`src/rtl/core/mse_pkg.sv`:
```
// Package for the merge sort engine: payload structs, queue entry type and sizing constants.
// Used by every module under rtl/core; it depends on nothing else.
`default_nettype none

package mse_pkg;

  // Width of one stored value; the payload fields take their width from it.
  localparam int unsigned VALUE_BITS = 32;

  // Default capacity of one data set.
  localparam int unsigned DEF_MAX_ELEMS = 64;

  // Entries in the queue between the front and back parts.
  localparam int unsigned QUEUE_DEPTH = 2;

  // Input item.
  typedef struct packed {
    logic signed [VALUE_BITS-1:0] sample_value;
    logic                         final_in;
  } in_t;

  // Result item.
  typedef struct packed {
    logic signed [VALUE_BITS-1:0] sorted_value;
    logic                         final_out;
  } out_t;

  // Classified item as it travels from the front to the back part.
  typedef struct packed {
    logic signed [VALUE_BITS-1:0] value;
    logic                         last;
  } q_entry_t;

endpackage

`default_nettype wire

```
`src/rtl/core/mse_front.sv`:
```
// Front part of the merge sort engine: accepts items and marks the one that closes a data set.
// Depends on mse_pkg for the payload and queue entry types.
`default_nettype none

module mse_front #(
  parameter int unsigned MAX_ELEMS = mse_pkg::DEF_MAX_ELEMS
) (
  input  wire logic             clk_i,
  input  wire logic             rst_ni,
  input  wire logic             in_valid_i,
  output logic                  in_stall_o,
  input  wire mse_pkg::in_t     in_data_i,
  input  wire logic             full_i,
  output logic                  push_o,
  output mse_pkg::q_entry_t     entry_o
);

  localparam int unsigned IDX_W = (MAX_ELEMS > 1) ? $clog2(MAX_ELEMS) : 1;

  logic [IDX_W-1:0] fcnt_q, fcnt_d;
  logic             last;

  // The item that fills the store closes the set even without its flag.
  assign last       = in_data_i.final_in || (fcnt_q == IDX_W'(MAX_ELEMS - 1));
  assign in_stall_o = full_i;
  assign push_o     = in_valid_i && !full_i;

  always_comb begin
    entry_o.value = in_data_i.sample_value;
    entry_o.last  = last;
  end

  // Position of the next item within its data set.
  always_comb begin
    fcnt_d = fcnt_q;
    if (push_o) begin
      fcnt_d = last ? '0 : fcnt_q + IDX_W'(1);
    end
  end

  always_ff @(posedge clk_i or negedge rst_ni) begin
    if (!rst_ni) begin
      fcnt_q <= '0;
    end else begin
      fcnt_q <= fcnt_d;
    end
  end

endmodule

`default_nettype wire

```
`config.mk`:
```
export PLATFORM = sky130hd
export DESIGN_NAME = mse_front
export DESIGN_NICKNAME = d
export VERILOG_FILES = /design/src/rtl/core/mse_pkg.sv /design/src/rtl/core/mse_front.sv
export SDC_FILE = /design/constraint.sdc
export NUM_CORES = 1
export LEC_CHECK = 0
export BUFFER_PORTS_ARGS = -buffer_cell sky130_fd_sc_hd__buf_2
export CORE_MARGIN = 2
export CORE_UTILIZATION = 34
export CTS_CLUSTER_DIAMETER = 80
export CTS_CLUSTER_SIZE = 28
export DETAILED_ROUTE_END_ITERATION = 8
export PLACE_DENSITY_LB_ADDON = 0.1
export SYNTH_ARGS = -nofsm -noshare
export SYNTH_HDL_FRONTEND = slang
export SYNTH_SLANG_ARGS = --single-unit
export TNS_END_PERCENT = 20
```
`constraint.sdc`:
```
create_clock -name clk_i -period 2.4 [get_ports clk_i]
set_clock_uncertainty 0.1 [all_clocks]
set_input_delay 0.24 -clock clk_i [delete_from_list [all_inputs] [get_ports clk_i]]
set_output_delay 0.24 -clock clk_i [all_outputs]
set_load 0.01 [all_outputs]
```
==> flow_metrics.py <==
metrics = {
    "worst_hold_path": {
        "hp-class": "in -> reg",
        "min_from": "in_data_i[0]",
        "holdPathEnd": "fcnt_q[5]",
        "whs_path_depth": 2,
    },
    "layout": {
        "top_regs": "fcnt_q: 6 flops",
        "area_growth_pct": -27.8,
        "largest_reg_flops": 6,
        "top_register": "fcnt_q",
        "final_cell_mix": "7 x nand2_1, 7 x buf_2, 6 x dfrtp_1",
        "drive_gt1_share_pct": 20.4,
        "fill_cells": 190,
        "layout.nets": 89,
        "diodes": 0,
    },
    "global_routing": {
        "antenna_found_initial": 0,
        "overflow": 0,
        "grt.total_usage_pct": 9.11,
        "grt_pass1_wl_mm": 1.34,
        "grt_pass1_vias": 304,
        "grt_max_degree": 8,
    },
    "place": {
        "gp_congestion": 0.878,
        "dp.final_hpwl_um": 669,
        "io_buffers": 7,
    },
    "setup_path": {
        "reg2regPathDepth": 4,
        "r2r-start": "fcnt_q[0]",
        "path_max_fanout": 4,
        "cp-end-kind": "primary output",
        "r2r_end": "fcnt_q[1]",
        "critPathLaunchType": "flip-flop",
        "critical_path_class": "reg -> out",
        "crit_required_ns": 2.06,
        "reg2reg_slack_ns": 0.86,
        "worstPathArrival_ns": 1.57,
    },
    "power": {
        "power_density_nw_per_um2": 679,
        "finalPower_uw": 293,
        "cellLeakagePower_nw": 0.199,
        "irDropWorstVdd_v": 0.000223,
    },
    "logic_synthesis": {
        "yosys.area.top_type_share_pct": 42.7,
        "synth_nets": 110,
        "syn-cell-area_um2": 598,
        "ys_warn_count": 0,
        "syn_avg_cell_area_um2": 8.31,
        "synth_seq_cells": 6,
        "ys_seq_area_share_pct": 25.1,
        "yosysTopAreaCell": "buf_4",
        "syn_inst": 72,
        "ys_types": 16,
        "netlist_top_cells_area": "buf_4 43%, dfrtp_1 25%, nand2_1 4.4%",
    },
    "die": {
        "io_pins": 72,
        "die_y_um": 45.9,
        "die-area_um2": 2110,
        "fp-row-count": 15,
        "initial_core_util_pct": 35.4,
        "die_w_um": 45.9,
        "core_area_um2": 1690,
    },
    "timing": {
        "fin_setup_tns_ns": 0,
        "fmax_mhz": 525,
        "whs_ns": 0.147,
        "period_minus_slack_ns": 1.91,
        "tightestPinTransition_ns": 0.400,
        "drv_slew": 0,
        "fin_crit_sh_pct": 79.4,
        "final_hold_viol_count": 0,
        "slew_headroom_pct": 73.1,
        "rsz0062_at_grt": "false",
        "setup_violations": 0,
    },
    "job": {
        "maxCapViolCount": 0,
    },
    "clocking": {
        "clkLatencyLatePin_ns": 0.24,
        "cts.clk_slew.worst_paths_ns": 0.05,
        "htree_levels": 1,
        "clock_path_buffers": 2,
        "numCtsBuffers": 3,
        "clkSinkCount": 6,
        "root_buffer": "clkbuf_4",
        "cts_tree": "yes",
    },
    "detailed_routing": {
        "vias": 359,
        "first_pass_iters": 4,
        "avgRoutedWirePerCell_um": 13.6,
        "ant_nets": 0,
        "drc": 0,
        "vias_per_cell": 5.44,
        "wirelength_um": 897,
        "detail_route.iter0.violations": 7,
    },
    "status": {
        "status": "completed",
    },
}
[cell families (layout without fill, tap and decap cells)]
logic type	Yosys count	in the layout	synth area share, %
compound gates	11	11	11.5
fa+ha+maj	1	1	2.09
simple gates	15	15	13.4
flops	6	6	25.1
mux	2	2	3.35
buf+inv	37	14	44.6
[power breakdown]
part           switching [mW]  total, mW  internal (mW)
clock network          0.0386     0.0954         0.0567
registers              0.0228      0.142          0.119
logic                  0.0298     0.0558         0.0260
[layout make-up]
type	instances	area, um2	share of cell area (%)
Sequential cell	6	150	34.8
Inverter	3	11.3	2.61
Clock buffer	3	22.5	5.22
Timing Repair Buffer	8	45.0	10.4
Multi-Input combinational cell	29	181	42.0
Tap cell	17	21.3	4.93
[stage by stage]
step | util [%] | cells | setup WS (ns) | instance area (um2)
finish | 25.6 | 66 | 0.494 | 432
global route | 25.6 | 66 | 0.384 | 432
CTS | 25.6 | 66 | 0.506 | 432
detailed placement | 23.6 | 62 | 0.803 | 399
global placement | 23.6 | 62 | 0.817 | 399
floorplan | - | 72 | 0.901 | 598
[cell usage after synthesis (all sizes together)]
cell and n:
dfrtp 6, mux2i 2, or3b 1, nor3b 2, nand3b 1, nand2 7
o32a 1, a21oi 1, nand3 2, nand2b 2, o21ai 5, ha 1
o31ai 3, buf 34, inv 3, a31oi 1
[timing repair]
item | 4_1_cts | 5_1_grt
hold endpoints to repair | 6 | 0
resized for setup | 0 | 0
hold buffers | 1 | 0
buffers inserted | 0 | 0
[worst max-delay path by stage]
stage                         start  slack, ns    endpoint
after floorplan           fcnt_q[0]       0.90  entry_o[0]
after global placement    fcnt_q[0]       0.82  entry_o[0]
after detailed placement  fcnt_q[0]       0.80  entry_o[0]
after CTS                 fcnt_q[0]       0.51  entry_o[0]
after global routing      fcnt_q[0]       0.38  entry_o[0]
final                     fcnt_q[0]       0.49  entry_o[0]
[worst max-delay path: stages (launching register included)]
cell and delay (ns):
dfrtp_1 0.38, ha_1 0.25, nand2_1 0.10, o31ai_1 0.39
buf_2 0.21
[per-layer routing]
| layer | track usage (%) | vias to the layer above | wire, um |
|---|---|---|---|
| met5 | 0 | - | 0 |
| met4 | 8.00 | 0 | 27 |
| met3 | 2.78 | 8 | 91 |
| met2 | 14.2 | 20 | 445 |
| met1 | 9.81 | 170 | 333 |
| li1 | - | 161 | - |
Note: power is estimated with default switching activity, not from simulation.
