File: config.mk
export PLATFORM = sky130hd
export DESIGN_NAME = mse_queue
export DESIGN_NICKNAME = d
export VERILOG_FILES = /design/src/rtl/core/mse_pkg.sv /design/src/rtl/core/mse_queue.sv
export SDC_FILE = /design/constraint.sdc
export NUM_CORES = 1
export LEC_CHECK = 0
export BUFFER_PORTS_ARGS = -buffer_cell sky130_fd_sc_hd__buf_2
export CORE_MARGIN = 10
export CORE_UTILIZATION = 40
export CTS_BUF_LIST = sky130_fd_sc_hd__clkbuf_8
export DETAILED_ROUTE_END_ITERATION = 16
export PLACE_DENSITY_LB_ADDON = 0.08
export SLEW_MARGIN = 20
export SYNTH_ARGS = -nofsm -noshare
export SYNTH_HDL_FRONTEND = slang
export SYNTH_SLANG_ARGS = --single-unit
File: constraint.sdc
create_clock -name clk_i -period 2.75 [get_ports clk_i]
set_input_delay 0.55 -clock clk_i [delete_from_list [all_inputs] [get_ports clk_i]]
set_output_delay 0.55 -clock clk_i [all_outputs]
set_load 0.05 [all_outputs]
File: src/rtl/core/mse_pkg.sv
// Package for the merge sort engine: payload structs, queue entry type and sizing constants.
// Used by every module under rtl/core; it depends on nothing else.
`default_nettype none

package mse_pkg;

  // Width of one stored value; the payload fields take their width from it.
  localparam int unsigned VALUE_BITS = 32;

  // Default capacity of one data set.
  localparam int unsigned DEF_MAX_ELEMS = 64;

  // Entries in the queue between the front and back parts.
  localparam int unsigned QUEUE_DEPTH = 2;

  // Input item.
  typedef struct packed {
    logic signed [VALUE_BITS-1:0] sample_value;
    logic                         final_in;
  } in_t;

  // Result item.
  typedef struct packed {
    logic signed [VALUE_BITS-1:0] sorted_value;
    logic                         final_out;
  } out_t;

  // Classified item as it travels from the front to the back part.
  typedef struct packed {
    logic signed [VALUE_BITS-1:0] value;
    logic                         last;
  } q_entry_t;

endpackage

`default_nettype wire

File: src/rtl/core/mse_queue.sv
// Short queue between the front and back parts of the merge sort engine.
// Depends on mse_pkg for the entry type and depth.
`default_nettype none

module mse_queue (
  input  wire logic              clk_i,
  input  wire logic              rst_ni,
  input  wire logic              push_i,
  input  wire mse_pkg::q_entry_t entry_i,
  output logic                   full_o,
  input  wire logic              pop_i,
  output logic                   valid_o,
  output mse_pkg::q_entry_t      entry_o
);

  localparam int unsigned DEPTH = mse_pkg::QUEUE_DEPTH;
  localparam int unsigned PTR_W = (DEPTH > 1) ? $clog2(DEPTH) : 1;
  localparam int unsigned CNT_W = $clog2(DEPTH + 1);

  mse_pkg::q_entry_t slots_q [DEPTH];
  logic [PTR_W-1:0]  wr_ptr_q, wr_ptr_d, rd_ptr_q, rd_ptr_d;
  logic [CNT_W-1:0]  count_q, count_d;
  logic              do_push, do_pop;

  assign full_o  = (count_q == CNT_W'(DEPTH));
  assign valid_o = (count_q != '0);
  assign entry_o = slots_q[rd_ptr_q];
  assign do_push = push_i && !full_o;
  assign do_pop  = pop_i && valid_o;

  // Pointer and fill-count update with explicit wrap.
  always_comb begin
    wr_ptr_d = wr_ptr_q;
    rd_ptr_d = rd_ptr_q;
    count_d  = count_q;
    if (do_push) begin
      wr_ptr_d = (wr_ptr_q == PTR_W'(DEPTH - 1)) ? '0 : wr_ptr_q + PTR_W'(1);
    end
    if (do_pop) begin
      rd_ptr_d = (rd_ptr_q == PTR_W'(DEPTH - 1)) ? '0 : rd_ptr_q + PTR_W'(1);
    end
    if (do_push && !do_pop) begin
      count_d = count_q + CNT_W'(1);
    end else if (do_pop && !do_push) begin
      count_d = count_q - CNT_W'(1);
    end
  end

  always_ff @(posedge clk_i or negedge rst_ni) begin
    if (!rst_ni) begin
      wr_ptr_q <= '0;
      rd_ptr_q <= '0;
      count_q  <= '0;
    end else begin
      wr_ptr_q <= wr_ptr_d;
      rd_ptr_q <= rd_ptr_d;
      count_q  <= count_d;
    end
  end

  // Slot storage holds payload only.
  always_ff @(posedge clk_i) begin
    if (do_push) begin
      slots_q[wr_ptr_q] <= entry_i;
    end
  end

endmodule

`default_nettype wire

==> Flow_metrics.wiki <==
{| class="wikitable"
! Metric !! Value
|-
| Status || finished, final reports clean
|-
| Slew Viols, Final || 0
|-
| Fraction of the cycle the final worst path needs || 78.90%
|-
| Reg2reg path depth || 4
|-
| Top cells by area in the synthesized netlist || edfxtp_1, mux2_4, dfrtp_1, buf_12, mux2_2
|-
| Adder-cell share of the synthesized area || 0.4577%
|-
| Standard-cell row count || 30
|-
| Average via count per standard cell || 4.601
|-
| Core box area || 6719 µm²
|-
| Highest-delay cell along the critical path || mux2_2
|-
| Busiest metal layer after global routing || met2
|-
| Instance count of the mapped netlist || 122
|-
| Measured slew at the worst slew-check pin || 0.8160 ns
|-
| Critical path buffers and inverters || 2
|-
| DRC viols || 0
|-
| Total power || 0.004236 W
|-
| Global routing usage on met1 || 10.03%
|-
| Synthesized area per cell || 22.41 µm²
|-
| Share of the yosys chip area belonging to registers || 76.16%
|-
| Die width || 102.7 µm
|-
| Dominant combinational cell family by area after synthesis || multiplexers
|-
| Remaining antenna violation count || 0
|-
| Unrepaired setup endpoints after global routing || no
|-
| H-tree levels || 3
|-
| Category of the worst setup path launch point || flop
|-
| Minimum period implied by the final worst setup slack || 2.170 ns
|-
| CP top delay family || buffers and inverters
|-
| Peak VDD IR || 0.5794 mV
|-
| Share of Yosys cell area claimed by the top area cell type || 72.49%
|-
| Worst Path Class, Setup || reg2out
|-
| Type of the most critical hold path || in2async
|-
| Cell taking the most area after synthesis || edfxtp_1
|-
| CTS root buffer || clkbuf_8
|-
| Slowest Stage Delay on Critical Path || 0.39 ns
|-
| Wire length per cell after detailed routing || 17.07 µm
|-
| Largest net degree at the start of global routing || 34
|-
| Effective utilization at floorplan || 40.69%
|-
| DP HPWL || 3.533 mm
|-
| Layout cell share with drive strength beyond 1 || 61.06%
|-
| Maximum clock insertion buffer count || 2
|-
| Diodes inserted || 0
|-
| Post-Syn Nets || 160
|-
| First-pass GRT wire length || 7.555 mm
|-
| Number of distinct library cells after synthesis || 16
|-
| Synthesized flop and latch total || 70
|-
| Met3 routing resource usage after global routing || 4.692%
|-
| Final weighted congestion of routability-driven global placement || 0.6404
|-
| Clock sink count || 70
|-
| Post-synthesis xor/xnor area fraction || 1.602%
|-
| Routed via count || 1,325
|-
| First-pass iteration count of the detailed router || 3
|-
| Wire length after detailed routing || 4.915 mm
|-
| CP max FO || 19
|-
| Synthesis Warnings || 0
|-
| Port buffer count || 71
|-
| Die footprint || 10,540 µm²
|-
| Global routing met2 resource utilization || 16.34%
|-
| Data required time of the worst path || 2.20 ns
|-
| Post-layout utilization of the core || 49.89%
|-
| Area of the mapped netlist || 2734 µm²
|-
| Cell chain of the critical path || buf_4, mux2_2, buf_2
|-
| Area growth from synthesis to layout || 22.61%
|-
| Clock Skews || 0.006039 ns
|-
| Final #Nets || 241
|-
| Fillers || 559
|-
| I/O pin count || 72
|-
| Number of DRC markers after the initial detailed-route iteration || 45
|-
| Vias in the first global route || 1,503
|-
| Chip Height || 102.7 µm
|-
| Post-cts hold buffer count || 0
|-
| Clock edge transition at the registers on the reported setup and hold paths || 0.07 ns
|-
| Max Clk Rate || 460.9 MHz
|-
| Crit. End Element || output port
|-
| Finish-stage setup viols || 0
|-
| Resized cells post-CTS || 0
|-
| Post-synthesis share of cell area spent on and, or, nand and nor gates || 1.327%
|-
| Clock tree from TritonCTS || yes
|-
| R2R Setup Slk || 1.03 ns
|-
| Endpoint of the worst-slack reg-to-reg timing path || slots_q[0][26]
|-
| Skew-Pair Late Insertion Delay || 0.33 ns
|-
| Setup TNS || 0 ns
|-
| All-Layer GR Usage || 9.772%
|-
| Initial antenna violation count || 0
|-
| Final number of hold-violating endpoints || 0
|-
| Portion of netlist area occupied by mux cells || 17.57%
|-
| Post-CTS Setup Bufs || 0
|-
| Maximum Capacitance Violations || 0
|-
| LEAKAGE || 1.363 nW
|-
| Global-route congestion overflow total || 0
|-
| Endpoint arrival time on the critical path || 1.62 ns
|-
| TritonCTS buffer count || 9
|-
| Complex-gate fraction of the synthesized area || 0%
|-
| Reg2Reg Launch Point || count_q[0]
|-
| Relative slew margins || 45.60%
|-
| P per Cell Area || 1264 nW/µm²
|}
-- cell usage in the layout, fill, tap and decap left out --
cell type	n
clkinv_2	4
nor2_4	1
dfrtp_2	1
buf_12	1
nor2_1	1
or2_1	1
nand2_1	1
inv_1	2
edfxtp_1	66
and3_2	1
buf_2	71
nand2b_1	1
xnor2_1	3
bufinv_16	1
buf_4	2
nand2_2	1
clkinvlp_4	2
clkbuf_8	9
xor2_1	2
mux2_4	29
mux2_2	4
dfrtp_1	3
ha_1	1
-- logic make-up (layout without fill, tap and decap cells) --
family / after synthesis / after routing
simple gates: 7 / 7
mux: 33 / 33
xor+xnor: 5 / 5
fa+ha+maj: 1 / 1
flops: 70 / 70
buf+inv: 6 / 92
-- registers in the layout, summed over array words and instances (netlist names) --
register	flops
rd_ptr_q	1
wr_ptr_q	1
count_q	2
slots_q	66
-- cell type report --
cell class                 instances  area, µm²  share of cell area (%)
timing repair buffer              74      390.4                   11.65
tap                               80      100.1                   2.986
clock inverter                     7      65.06                   1.941
multi-input combinational         46      581.8                   17.36
sequential                        70       2083                   62.15
clock buffer                       9      123.9                   3.695
inverter                           2      7.507                  0.2240
-- per-layer routing --
metal | part of all wire, % | up-vias
met1 | 37 | 638
met3 | 9.3 | 10
met4 | 1.5 | 0
met5 | 0 | -
li1 | - | 630
met2 | 52 | 47
-- synth_stat cells --
cell type / n
nand2_2: 1
and3_1: 1
edfxtp_1: 66
buf_12: 3
xnor2_1: 3
nand2b_1: 1
mux2_4: 29
ha_1: 1
dfrtp_1: 4
buf_6: 1
mux2_2: 4
or2_1: 1
nor2_1: 2
nand2_1: 1
inv_1: 2
xor2_1: 2
-- power by group --
group	total, W	switching (W)	internal, W
Combinational	0.00192	0.00131	0.000614
Sequential	0.00154	0.0000778	0.00147
Clock	0.000773	0.000362	0.000412
Total	0.00424	0.00174	0.00249
-- per-stage QoR --
step / worst slack (ns) / cell area (µm²) / hold WS [ns] / instances
2_1_floorplan: 0.2923 / 2734 / 0.2544 / 122
3_3_place_gp: 0.9513 / 3163 / 0.3631 / 272
3_5_place_dp: 0.9259 / 3163 / 0.3698 / 272
4_1_cts: 0.5456 / 3352 / 0.005575 / 288
5_1_grt: 0.4942 / 3352 / 0.004199 / 288
6_report: 0.5803 / 3352 / 0.01309 / 288
-- worst max-delay path by stage --
stage              from       endpoint  slack, ns  depth (start not counted)
2_1_floorplan    push_i  slots_q[0][0]       0.29                          2
3_5_place_dp   rd_ptr_q    entry_o[17]       0.93                          3
3_3_place_gp   rd_ptr_q    entry_o[18]       0.95                          3
5_1_grt        rd_ptr_q    entry_o[17]       0.49                          3
4_1_cts        rd_ptr_q    entry_o[17]       0.55                          3
6_report       rd_ptr_q    entry_o[17]       0.58                          3
(Power assumes the default switching activity.)
